## config.mk

```make
export PLATFORM = sky130hd
export DESIGN_NAME = directional_intra_predictor_top
export DESIGN_NICKNAME = d
export VERILOG_FILES = /design/src/rtl/core/dip_pkg.sv /design/src/rtl/core/dip_tap_gen.sv /design/src/rtl/core/dip_filter.sv /design/src/rtl/core/directional_intra_predictor_top.sv
export SDC_FILE = /design/constraint.sdc
export NUM_CORES = 1
export LEC_CHECK = 0
export ABC_AREA = 0
export BUFFER_PORTS_ARGS = -buffer_cell sky130_fd_sc_hd__clkbuf_2
export CELL_PAD_IN_SITES_DETAIL_PLACEMENT = 0
export CELL_PAD_IN_SITES_GLOBAL_PLACEMENT = 1
export CORE_ASPECT_RATIO = 0.5
export CORE_MARGIN = 3
export CORE_UTILIZATION = 28
export CTS_CLUSTER_DIAMETER = 200
export CTS_CLUSTER_SIZE = 12
export DETAILED_ROUTE_END_ITERATION = 10
export PLACE_DENSITY = 0.49
export SETUP_SLACK_MARGIN = 0.02
export SLEW_MARGIN = 40
export SYNTH_ARGS = -nofsm -noshare
export SYNTH_HDL_FRONTEND = slang
export SYNTH_HIERARCHICAL = 1
export SYNTH_SLANG_ARGS = --single-unit
export TNS_END_PERCENT = 1
```

## constraint.sdc

```tcl
create_clock -name clk_i -period 7.7 [get_ports clk_i]
set_input_delay 1.54 -clock clk_i [delete_from_list [all_inputs] [get_ports clk_i]]
set_output_delay 1.54 -clock clk_i [all_outputs]
set_load 0.005 [all_outputs]
```

## src/rtl/core/dip_pkg.sv

```systemverilog
`default_nettype none
package dip_pkg;
  localparam int unsigned MaxBlockDef = 32;
  localparam logic [1:0] OpLoadAbove = 2'd0;
  localparam logic [1:0] OpLoadLeft  = 2'd1;
  localparam logic [1:0] OpEmitRow   = 2'd2;
  localparam logic [2:0] ModeD207 = 3'd0;
  localparam logic [2:0] ModeD63  = 3'd1;
  localparam logic [2:0] ModeD45  = 3'd2;
  localparam logic [2:0] ModeD117 = 3'd3;
  localparam logic [2:0] ModeD135 = 3'd4;
  localparam logic [2:0] ModeD153 = 3'd5;
  localparam logic [0:0] RegBlockLog2 = 1'd0;
  localparam logic [0:0] RegPredMode  = 1'd1;

  // tap selection for one pixel: signed unified edge positions, filter kind
  typedef struct packed {
    logic signed [8:0] j0;
    logic signed [8:0] j1;
    logic signed [8:0] j2;
    logic              avg3;
    logic              copy;
    logic              zero;
  } tap_sel_t;
endpackage
`default_nettype wire

```

## src/rtl/core/dip_tap_gen.sv

```systemverilog
`default_nettype none
// Per-pixel tap address generator: maps (mode, size, row, col) to edge positions.
// Positions use the unified edge: j >= 0 is above store entry j, j < 0 is left[-1-j].
module dip_tap_gen import dip_pkg::*; (
  input  wire logic [2:0] mode_i,
  input  wire logic [6:0] bs_i,
  input  wire logic [5:0] row_i,
  input  wire logic [5:0] col_i,
  output tap_sel_t        sel_o
);
  logic signed [8:0] r, c, bs, i, k, rr, cc, ab;
  always_comb begin
    r  = {3'b0, row_i};
    c  = {3'b0, col_i};
    bs = {2'b0, bs_i};
    sel_o = '0;
    i = '0; k = '0; rr = '0; cc = '0; ab = '0;
    case (mode_i)
      ModeD207: begin
        i = r + (c >>> 1);
        // left[x] is j = -1-x
        if (!c[0]) begin
          if (i < bs - 9'sd1) begin
            sel_o.j0 = -9'sd1 - i; sel_o.j1 = -9'sd2 - i;
          end else begin
            sel_o.copy = 1'b1; sel_o.j1 = -bs;
          end
        end else if (i < bs - 9'sd2) begin
          sel_o.avg3 = 1'b1;
          sel_o.j0 = -9'sd1 - i; sel_o.j1 = -9'sd2 - i; sel_o.j2 = -9'sd3 - i;
        end else if (i == bs - 9'sd2) begin
          sel_o.avg3 = 1'b1;
          sel_o.j0 = 9'sd1 - bs; sel_o.j1 = -bs; sel_o.j2 = -bs;
        end else begin
          sel_o.copy = 1'b1; sel_o.j1 = -bs;
        end
      end
      ModeD63: begin
        i = r >>> 1;
        if (r >= 9'sd2 && c >= bs - 9'sd1 - i) begin
          sel_o.copy = 1'b1; sel_o.j1 = bs;
        end else begin
          k = c + i;
          sel_o.avg3 = r[0];
          sel_o.j0 = k + 9'sd1; sel_o.j1 = k + 9'sd2; sel_o.j2 = k + 9'sd3;
        end
      end
      ModeD45: begin
        k = r + c;
        if (k < bs - 9'sd1) begin
          sel_o.avg3 = 1'b1;
          sel_o.j0 = k + 9'sd1; sel_o.j1 = k + 9'sd2; sel_o.j2 = k + 9'sd3;
        end else begin
          sel_o.copy = 1'b1; sel_o.j1 = bs;
        end
      end
      ModeD117: begin
        k  = ((r >>> 1) < c) ? (r >>> 1) : c;
        rr = r - (k <<< 1);
        cc = c - k;
        if (rr == 9'sd0) begin
          sel_o.j0 = cc; sel_o.j1 = cc + 9'sd1;
        end else if (rr == 9'sd1) begin
          sel_o.avg3 = 1'b1;
          if (cc == 9'sd0) begin
            sel_o.j0 = -9'sd1; sel_o.j1 = 9'sd0; sel_o.j2 = 9'sd1;
          end else begin
            sel_o.j0 = cc - 9'sd1; sel_o.j1 = cc; sel_o.j2 = cc + 9'sd1;
          end
        end else if (rr == 9'sd2) begin
          sel_o.avg3 = 1'b1;
          sel_o.j0 = 9'sd0; sel_o.j1 = -9'sd1; sel_o.j2 = -9'sd2;
        end else begin
          sel_o.avg3 = 1'b1;
          sel_o.j0 = 9'sd2 - rr; sel_o.j1 = 9'sd1 - rr; sel_o.j2 = -rr;
        end
      end
      ModeD135: begin
        k = c - r;
        sel_o.avg3 = 1'b1;
        sel_o.j0 = k - 9'sd1; sel_o.j1 = k; sel_o.j2 = k + 9'sd1;
      end
      ModeD153: begin
        // steps back diagonally: subtract min(r, c/2) once
        ab = ((c >>> 1) < r) ? (c >>> 1) : r;
        if (c[0] == 1'b0 && (c >>> 1) <= r) begin
          rr = r - (c >>> 1); cc = 9'sd0;
        end else if (c[0] && (c >>> 1) <= r) begin
          rr = r - (c >>> 1); cc = 9'sd1;
        end else begin
          rr = r - ab; cc = c - (ab <<< 1);
        end
        if (cc == 9'sd0) begin
          sel_o.j0 = -rr; sel_o.j1 = -rr - 9'sd1;
        end else if (cc == 9'sd1) begin
          sel_o.avg3 = 1'b1;
          sel_o.j0 = 9'sd1 - rr; sel_o.j1 = -rr; sel_o.j2 = -rr - 9'sd1;
        end else begin
          sel_o.avg3 = 1'b1;
          sel_o.j0 = cc - 9'sd2; sel_o.j1 = cc - 9'sd1; sel_o.j2 = cc;
        end
      end
      default: sel_o.zero = 1'b1;
    endcase
  end
endmodule
`default_nettype wire

```

## src/rtl/core/dip_filter.sv

```systemverilog
`default_nettype none
// Shared averaging unit: AVG2, AVG3, copy of the middle tap, or zero.
module dip_filter (
  input  wire logic [7:0] a_i,
  input  wire logic [7:0] b_i,
  input  wire logic [7:0] c_i,
  input  wire logic       avg3_i,
  input  wire logic       copy_i,
  input  wire logic       zero_i,
  output logic [7:0]      pix_o
);
  logic [9:0] s2, s3;
  always_comb begin
    s2 = {2'b0, a_i} + {2'b0, b_i} + 10'd1;
    s3 = {2'b0, a_i} + {1'b0, b_i, 1'b0} + {2'b0, c_i} + 10'd2;
    if (zero_i)      pix_o = 8'd0;
    else if (copy_i) pix_o = b_i;
    else if (avg3_i) pix_o = s3[9:2];
    else             pix_o = s2[8:1];
  end
endmodule
`default_nettype wire

```

## src/rtl/core/directional_intra_predictor_top.sv

```systemverilog
`default_nettype none
// Loads: no results; the block stays ready.
// Row request: for each pixel, three pipelined edge reads (fetch state) then
// one filter/output step (output state); no new request is accepted until the
// row's last pixel has been registered.
// Output register holds a pixel while stalled; the sequencer waits on it.
// Reset (async, active low): size 4, mode d207; edge stores are not cleared.
module directional_intra_predictor_top import dip_pkg::*; #(
  parameter int unsigned MAX_BLOCK = MaxBlockDef
) (
  input  wire logic       clk_i,
  input  wire logic       rst_ni,
  input  wire logic       cfg_we_i,
  input  wire logic       cfg_idx_i,
  input  wire logic [2:0] cfg_data_i,
  input  wire logic       in_valid_i,
  output logic            in_stall_o,
  input  wire logic [1:0] opcode_i,
  input  wire logic [6:0] edge_index_i,
  input  wire logic [7:0] sample_i,
  input  wire logic [4:0] row_index_i,
  output logic            out_valid_o,
  input  wire logic       out_stall_i,
  output logic [7:0]      pixel_o,
  output logic [4:0]      column_o,
  output logic            last_o
);
  localparam int unsigned AboveDepth = 2 * MAX_BLOCK + 1;
  localparam int unsigned LeftDepth  = MAX_BLOCK;
  localparam int unsigned EdgeDepth  = AboveDepth + LeftDepth;
  localparam int unsigned EdgeAw     = $clog2(EdgeDepth);
  localparam int unsigned MaxLog2    = $clog2(MAX_BLOCK);

  localparam logic [1:0] StIdle = 2'd0;
  localparam logic [1:0] StFetch = 2'd1;
  localparam logic [1:0] StOut = 2'd2;

  // unified store: addr = j + LeftDepth (left reversed below the corner)
  logic [7:0] edge_mem [EdgeDepth];
  logic [2:0] lg_q, mode_q;
  logic [1:0] st_q, st_d;
  logic [5:0] col_q, col_d, row_q, row_d;
  logic [6:0] bs_q, bs_d;
  logic [1:0] tap_q, tap_d;
  logic [7:0] ta_q, tb_q, tc_q, rd_q;
  logic [2:0] lgc;
  logic [6:0] bs_w;
  tap_sel_t   sel;
  logic       acc, wr_en;
  logic [EdgeAw-1:0] wr_addr, rd_addr;
  logic signed [8:0] jsel;
  logic [7:0] pix;
  logic       ov_q;
  logic [7:0] pix_q;
  logic [4:0] col_o_q;
  logic       last_q;
  logic       rd_valid_q;

  assign lgc  = (lg_q < 3'd2) ? 3'd2 :
                ({1'b0, lg_q} > 4'(MaxLog2)) ? 3'(MaxLog2) : lg_q;
  assign bs_w = 7'(1) << lgc;

  assign in_stall_o = (st_q != StIdle);
  assign acc = in_valid_i && !in_stall_o;

  always_comb begin
    wr_en = 1'b0;
    wr_addr = '0;
    if (acc && opcode_i == OpLoadAbove && 32'(edge_index_i) < AboveDepth) begin
      wr_en = 1'b1;
      wr_addr = EdgeAw'(32'(edge_index_i) + LeftDepth);
    end else if (acc && opcode_i == OpLoadLeft && 32'(edge_index_i) < LeftDepth) begin
      wr_en = 1'b1;
      wr_addr = EdgeAw'(LeftDepth - 1 - 32'(edge_index_i));
    end
  end

  dip_tap_gen u_tap (
    .mode_i(mode_q), .bs_i(bs_q), .row_i(row_q), .col_i(col_q), .sel_o(sel)
  );

  always_comb begin
    case (tap_q)
      2'd0:    jsel = sel.j0;
      2'd1:    jsel = sel.j1;
      default: jsel = sel.j2;
    endcase
    rd_addr = EdgeAw'(32'(int'(jsel)) + LeftDepth);
  end

  // memory: one write, one registered read
  always_ff @(posedge clk_i) begin
    if (wr_en) edge_mem[wr_addr] <= sample_i;
    rd_q <= edge_mem[rd_addr];
  end

  // config registers
  always_ff @(posedge clk_i or negedge rst_ni) begin
    if (!rst_ni) begin
      lg_q <= 3'd2;
      mode_q <= ModeD207;
    end else if (cfg_we_i) begin
      if (cfg_idx_i == RegBlockLog2) lg_q <= cfg_data_i;
      else mode_q <= cfg_data_i;
    end
  end

  dip_filter u_filt (
    .a_i(ta_q), .b_i(tb_q), .c_i(tc_q), .avg3_i(sel.avg3), .copy_i(sel.copy),
    .zero_i(sel.zero), .pix_o(pix)
  );

  // sequencer: fetch three taps (pipelined read), then emit
  always_comb begin
    st_d = st_q; col_d = col_q; row_d = row_q; bs_d = bs_q; tap_d = tap_q;
    case (st_q)
      StIdle: begin
        if (acc && opcode_i == OpEmitRow) begin
          bs_d = bs_w;
          row_d = 6'({1'b0, row_index_i} & 6'(bs_w - 7'd1));
          col_d = '0;
          tap_d = '0;
          st_d = StFetch;
        end
      end
      StFetch: begin
        if (tap_q == 2'd3) st_d = StOut;
        else tap_d = tap_q + 2'd1;
      end
      StOut: begin
        if (!ov_q || !out_stall_i) begin
          tap_d = '0;
          if (7'(col_q) == bs_q - 7'd1) st_d = StIdle;
          else begin
            col_d = col_q + 6'd1;
            st_d = StFetch;
          end
        end
      end
      default: st_d = StIdle;
    endcase
  end

  always_ff @(posedge clk_i or negedge rst_ni) begin
    if (!rst_ni) begin
      st_q <= StIdle; col_q <= '0; row_q <= '0; bs_q <= 7'd4; tap_q <= '0;
      rd_valid_q <= 1'b0;
    end else begin
      st_q <= st_d; col_q <= col_d; row_q <= row_d; bs_q <= bs_d; tap_q <= tap_d;
      rd_valid_q <= (st_q == StFetch) && (tap_q != 2'd3);
    end
  end

  // tap capture: read data arrives in the cycle after its address
  always_ff @(posedge clk_i) begin
    if (rd_valid_q) begin
      case (tap_q)
        2'd1:    ta_q <= rd_q;
        2'd2:    tb_q <= rd_q;
        default: tc_q <= rd_q;
      endcase
    end
  end

  // output register
  always_ff @(posedge clk_i or negedge rst_ni) begin
    if (!rst_ni) begin
      ov_q <= 1'b0;
    end else if (st_q == StOut && (!ov_q || !out_stall_i)) begin
      ov_q <= 1'b1;
    end else if (!out_stall_i) begin
      ov_q <= 1'b0;
    end
  end

  always_ff @(posedge clk_i) begin
    if (st_q == StOut && (!ov_q || !out_stall_i)) begin
      pix_q <= pix;
      col_o_q <= col_q[4:0];
      last_q <= (7'(col_q) == bs_q - 7'd1);
    end
  end

  assign out_valid_o = ov_q;
  assign pixel_o = pix_q;
  assign column_o = col_o_q;
  assign last_o = last_q;
endmodule
`default_nettype wire

```

==> flow_summary.toml, run 1 <==
[status]
outcome = "finished, final reports clean"

[timing]
finalHoldViolCount = 0
setup_repair_after_global_routing_missed_its_margin = "true"
fin_worst_skew_ns = 0.04314
hold_worst_slack_ns = 0.5507
period_needed_ns = 7.430
timing.max_slew.rel_slack_pct = 41.00
post-route-period-util_pct = 96.50
setup_violations = 0
timing.fmax_ghz = 0.1346
worst-slew-pin-transition_ns = 0.8817
timing_max_transition_violations_final = 0

[global_routing]
grt_first_pass_wirelength_mm = 213.8
antenna_found_initial = 2
first_global_vias = 29190
grt_overflow = 0
grt_util_all_layers_pct = 18.59
grt_start_max_net_pins = 98

[setup_path]
worst_path_max_delay_cell = "sky130_fd_sc_hd__or4_1"
timing.critical_path.to_type = "register"
criticalPathCategory = "register to register"
startpoint_kind_of_the_worst_setup_timing_path = "register"
worst_path_required_ns = 8.25
worst_path_most_repeated_cell = "sky130_fd_sc_hd__buf_4"
timing.critical_path.fanout_max = 11
cp.arrival_ns = 7.98
crit_path_max_incr_delay_ns = 0.62

[clocking]
maximum_level_of_the_cts_h_tree = 3
cts_hold_buffers = 0
ctsRootBufferMaster = "sky130_fd_sc_hd__clkbuf_16"
cts_buffers = 80
tritoncts_num_sinks = 852
cts.reportedPaths.clkPinSlew_ns = 0.07
tritoncts_clock_tree = "built"
clock_latency_ns = 0.69
ctsLongestPathBuffers = 3

[place]
placed_cells = 5477
dp_hpwl_mm = 105.3
placedInstanceArea_um2 = 46800
numPortBuffers = 46
routabilityCongestion = 0.9174

[floorplanning]
initial_core_util_pct = 28.36
horizontal_extent_of_the_die_um = 556.3
core_area_um2 = 149500
die_area_um2 = 156400
top_level_ports = 47
num_rows = 100
die_h_um = 281.2

[routing]
first_iter_violations = 2819
detail_route.wirelength_mm = 149.2
drt-wirelength-per-cell_um = 26.69
post_drt_via_cell_ratio = 5.245
ant_nets = 0
dr.pass1.iters = 8
detailroute.via_count = 29330
drcViolationCount = 0

[yosys]
syn_inst = 3350
average_size_of_a_mapped_cell_um2 = 12.66
synthesis.yosys.warnings = 6
synth.cell_area_um2 = 42400

[finish]
fill_cells = 14830
final_design_area_no_fill_um2 = 49490
layout-area-overhead-vs-synth_pct = 16.72
final_layout_size_suffix_gt1_share_pct = 18.99
design.final.nets = 3768
layout.cells.non_filler = 5592

[run]
max-cap-violations = 0

[min_path]
hold_class = "register to register"
==> worst max-delay path, delay by kind of cell (launching register included) <==
family / cells / cell delay (ns)
AOI/OAI and AO/OA: 9 / 1.85
xor gates and xnor gates: 1 / 0.20
adders and majority gates: 3 / 0.84
buffers and inverters: 6 / 1.01
DFF: 1 / 0.40
and+or+nand+nor: 11 / 2.99
==> path summary, 6_finish.rpt <==
| kind | startpoint | endpoint | slack (ns) | cells after the start |
|---|---|---|---|---|
| hold / removal | lg_q[1]$_DFFE_PN1P_ | bs_q[3]$_DFFE_PN0P_ | 0.55 | 2 |
| setup / recovery | row_q[2]$_DFFE_PN0P_ | rd_q[0]$_DFF_P_ | 0.27 | 30 |
| setup reg to reg | row_q[2]$_DFFE_PN0P_ | rd_q[0]$_DFF_P_ | 0.27 | 30 |
| hold reg to reg | lg_q[1]$_DFFE_PN1P_ | bs_q[3]$_DFFE_PN0P_ | 0.55 | 2 |
| max in group asynchronous | rst_ni | lg_q[1]$_DFFE_PN1P_ | 6.49 | 1 |
| min in group asynchronous | rst_ni | st_q[0]$_DFFE_PN0P_ | 0.84 | 1 |
==> metal layers <==
layer / wire, um / track usage (%) / vias to the layer above
li1: - / - / 13260
met1: 70850 / 27.11 / 15110
met2: 67670 / 29.50 / 796
met3: 7763 / 2.347 / 163
met4: 2958 / 4.026 / 0
met5: 0 / 0 / -
==> cell type report <==
type,count,area [um2],share of cell area (%)
sequential,852,25360,51.24
multi-input combinational,2245,16390,33.11
timing repair buffer,319,2686,5.429
tap,1989,2489,5.029
clock buffer,98,2091,4.225
inverter,82,307.8,0.6220
clock inverter,6,166.4,0.3363
antenna,1,2.502,0.005057
==> what timing repair did <==
action,in CTS,in global routing
endpoints found under the setup margin,7,8
setup buffers,0,8
gates resized for setup,5,45
pin swaps,1,2
cloned,0,2
==> layout by cell type (no fill, tap or decap), types with 23 or more instances in the layout <==
cell and n:
sky130_fd_sc_hd__nand2_1 434, sky130_fd_sc_hd__mux2i_1 51, sky130_fd_sc_hd__inv_1 81, sky130_fd_sc_hd__nor2_2 66, sky130_fd_sc_hd__a31oi_1 23, sky130_fd_sc_hd__nand2b_1 29
sky130_fd_sc_hd__nand3_1 103, sky130_fd_sc_hd__a211oi_1 74, sky130_fd_sc_hd__xor2_1 57, sky130_fd_sc_hd__nor2_1 174, sky130_fd_sc_hd__ha_1 138, sky130_fd_sc_hd__a31o_2 29
sky130_fd_sc_hd__a21oi_1 121, sky130_fd_sc_hd__buf_4 249, sky130_fd_sc_hd__a32oi_1 35, sky130_fd_sc_hd__and3_1 63, sky130_fd_sc_hd__xnor2_1 68, sky130_fd_sc_hd__clkbuf_16 83
sky130_fd_sc_hd__edfxtp_1 814, sky130_fd_sc_hd__nor2b_1 31, sky130_fd_sc_hd__nor3_1 42, sky130_fd_sc_hd__nand4_1 37, sky130_fd_sc_hd__mux4_2 80, sky130_fd_sc_hd__o21ai_0 103
sky130_fd_sc_hd__clkbuf_2 37, sky130_fd_sc_hd__dfrtp_1 28
==> stage by stage <==
stage	TNS, ns	setup WS [ns]	utilization (%)
2_1_floorplan	0	0.3796	-
3_3_place_gp	-0.6193	-0.2037	31.17
3_5_place_dp	-0.4996	-0.1542	31.30
4_1_cts	0	0.002863	32.82
5_1_grt	0	0.001060	33.09
6_report	0	0.2696	33.10
==> flip-flops by register name, indices dropped and copies added (netlist names), 3 cells and up <==
| name | count |
|---|---|
| column_o | 5 |
| edge_mem | 776 |
| rd_q | 8 |
| tc_q | 8 |
| ta_q | 8 |
| row_q | 5 |
| bs_q | 7 |
| tb_q | 8 |
| pixel_o | 8 |
| lg_q | 3 |
| mode_q | 3 |
| col_q | 6 |
Power of run 1 is not shown: default switching activity piles up to over one toggle a cycle in this logic, so the estimate is an artifact.
==> run 2, diff against run 1 <==
Settings changed: CTS_BUF_LIST set to sky130_fd_sc_hd__clkbuf_8, HOLD_SLACK_MARGIN set to 0.08.
==> run 2 against run 1 <==
Against the previous run: non-clock buffer count is 5 lower; critical path depth is 1 higher; largest cell class unchanged; register-to-register slack better by 0.05 ns.
==> flow_summary.toml, run 2 (synthesized netlist as in run 1, its figures left out) <==
[routing]
dr.pass1.iters = 6
drt-wirelength-per-cell_um = 26.71
ant_nets = 0
detailroute.via_count = 29290
drcViolationCount = 0
first_iter_violations = 2747
detail_route.wirelength_mm = 149.3
post_drt_via_cell_ratio = 5.241

[timing]
tns_setup_ns = 0
timing.fmax_ghz = 0.1356
timing.max_slew.rel_slack_pct = 44.10
hold_worst_slack_ns = 0.5556
setup_violations = 0
setup_repair_after_global_routing_missed_its_margin = "true"
timing_max_transition_violations_final = 0
setup_ws_ns = 0.3241
post-route-period-util_pct = 95.79
fin_worst_skew_ns = 0.06788
period_needed_ns = 7.376
finalHoldViolCount = 0
worst-slew-pin-transition_ns = 0.8386

[setup_path]
crit_path_max_incr_delay_ns = 0.57
timing.critical_path.fanout_max = 11
timing.critical_path.to_type = "register"
worst_path_most_repeated_cell = "sky130_fd_sc_hd__buf_4"
criticalPathCategory = "register to register"
startpoint_kind_of_the_worst_setup_timing_path = "register"
cp.arrival_ns = 8.03
worst_path_max_delay_cell = "sky130_fd_sc_hd__or4_4"
worst_path_required_ns = 8.36

[global_routing]
grt_overflow = 0
antenna_found_initial = 3
grt_first_pass_wirelength_mm = 213.5
first_global_vias = 29160
grt_util_all_layers_pct = 18.59
grt_start_max_net_pins = 98

[place]
dp_hpwl_mm = 105.3
pre_cts_ws_ns = -0.1542
numPortBuffers = 46
routabilityCongestion = 0.9174
placedInstanceArea_um2 = 46800

[floorplanning]
core_area_um2 = 149500
die_h_um = 281.2
horizontal_extent_of_the_die_um = 556.3
initial_core_util_pct = 28.36
top_level_ports = 47
die_area_um2 = 156400
num_rows = 100

[finish]
layout-area-overhead-vs-synth_pct = 14.45
largest_register_ff_count = 776
final_design_area_no_fill_um2 = 48520
final_layout_size_suffix_gt1_share_pct = 19.15
mostFrequentLayoutCell = "sky130_fd_sc_hd__edfxtp_1"
fill_cells = 14930
multi_input_comb_area_um2 = 16420
layout_common_cells = "sky130_fd_sc_hd__edfxtp_1, sky130_fd_sc_hd__nand2_1, sky130_fd_sc_hd__buf_4"
final-seq-area_um2 = 25360
design.final.nets = 3763
largest_register = "edge_mem"

[clocking]
cts.reportedPaths.clkPinSlew_ns = 0.12
ctsLongestPathBuffers = 3
tritoncts_num_sinks = 852
tritoncts_clock_tree = "built"
maximum_level_of_the_cts_h_tree = 3
ctsRootBufferMaster = "sky130_fd_sc_hd__clkbuf_8"
cts_buffers = 80
clock_latency_ns = 0.81

[run]
max-cap-violations = 0

[status]
outcome = "finished, final reports clean"

[min_path]
hold_class = "register to register"
[run 2: critical path: cells and delay by family, from the launching register on]
kind | cells | cell delay, ns
AO/OA/AOI/OAI | 9 | 1.82
XOR/XNOR | 1 | 0.19
flip-flops | 1 | 0.38
adder cells (fa/ha/maj) | 3 | 0.80
buffers and inverters | 7 | 1.10
AND/OR/NAND/NOR | 11 | 2.92
[run 2: area by class of cell]
type	count	share of cell area (%)
flip-flops and latches	852	52.26
well taps	1989	5.129
clock inverters	23	0.3172
repair buffers	314	5.500
inverters	82	0.6343
clock buffers	81	2.298
multi-input cells	2245	33.85
diodes	3	0.01547
[run 2: repair_timing]
action | in CTS | in global routing
pin swaps | 3 | 3
hold buffers | 0 | 0
setup buffers | 0 | 1
gates resized for setup | 11 | 51
endpoints found under the setup margin | 8 | 8
cloned | 0 | 2
[run 2: worst paths after layout]
kind | start | endpoint | slack, ns | depth (start not counted)
hold / removal | lg_q[1]$_DFFE_PN1P_ | bs_q[3]$_DFFE_PN0P_ | 0.56 | 2
setup reg to reg | col_q[2]$_DFFE_PN0P_ | rd_q[0]$_DFF_P_ | 0.32 | 31
hold reg to reg | lg_q[1]$_DFFE_PN1P_ | bs_q[3]$_DFFE_PN0P_ | 0.56 | 2
setup / recovery | col_q[2]$_DFFE_PN0P_ | rd_q[0]$_DFF_P_ | 0.32 | 31
min in group asynchronous | rst_ni | st_q[0]$_DFFE_PN0P_ | 0.70 | 1
max in group asynchronous | rst_ni | lg_q[1]$_DFFE_PN1P_ | 6.61 | 1
[run 2: through the flow]
step                instances  utilization, %
global route             5588           32.45
finish                   5589           32.45
floorplan                3355               -
global placement         5473           31.17
detailed placement       5477           31.30
CTS                      5581           32.18
[run 2: metal layers]
layer / share of wire [%] / vias up / GRT usage (%)
met2: 45 / 821 / 29.39
li1: - / 13220 / -
met5: 0 / - / 0
met1: 47 / 15080 / 27.12
met3: 5.4 / 168 / 2.667
met4: 2.1 / 0 / 3.744
Power of run 2 is left out for the same reason.
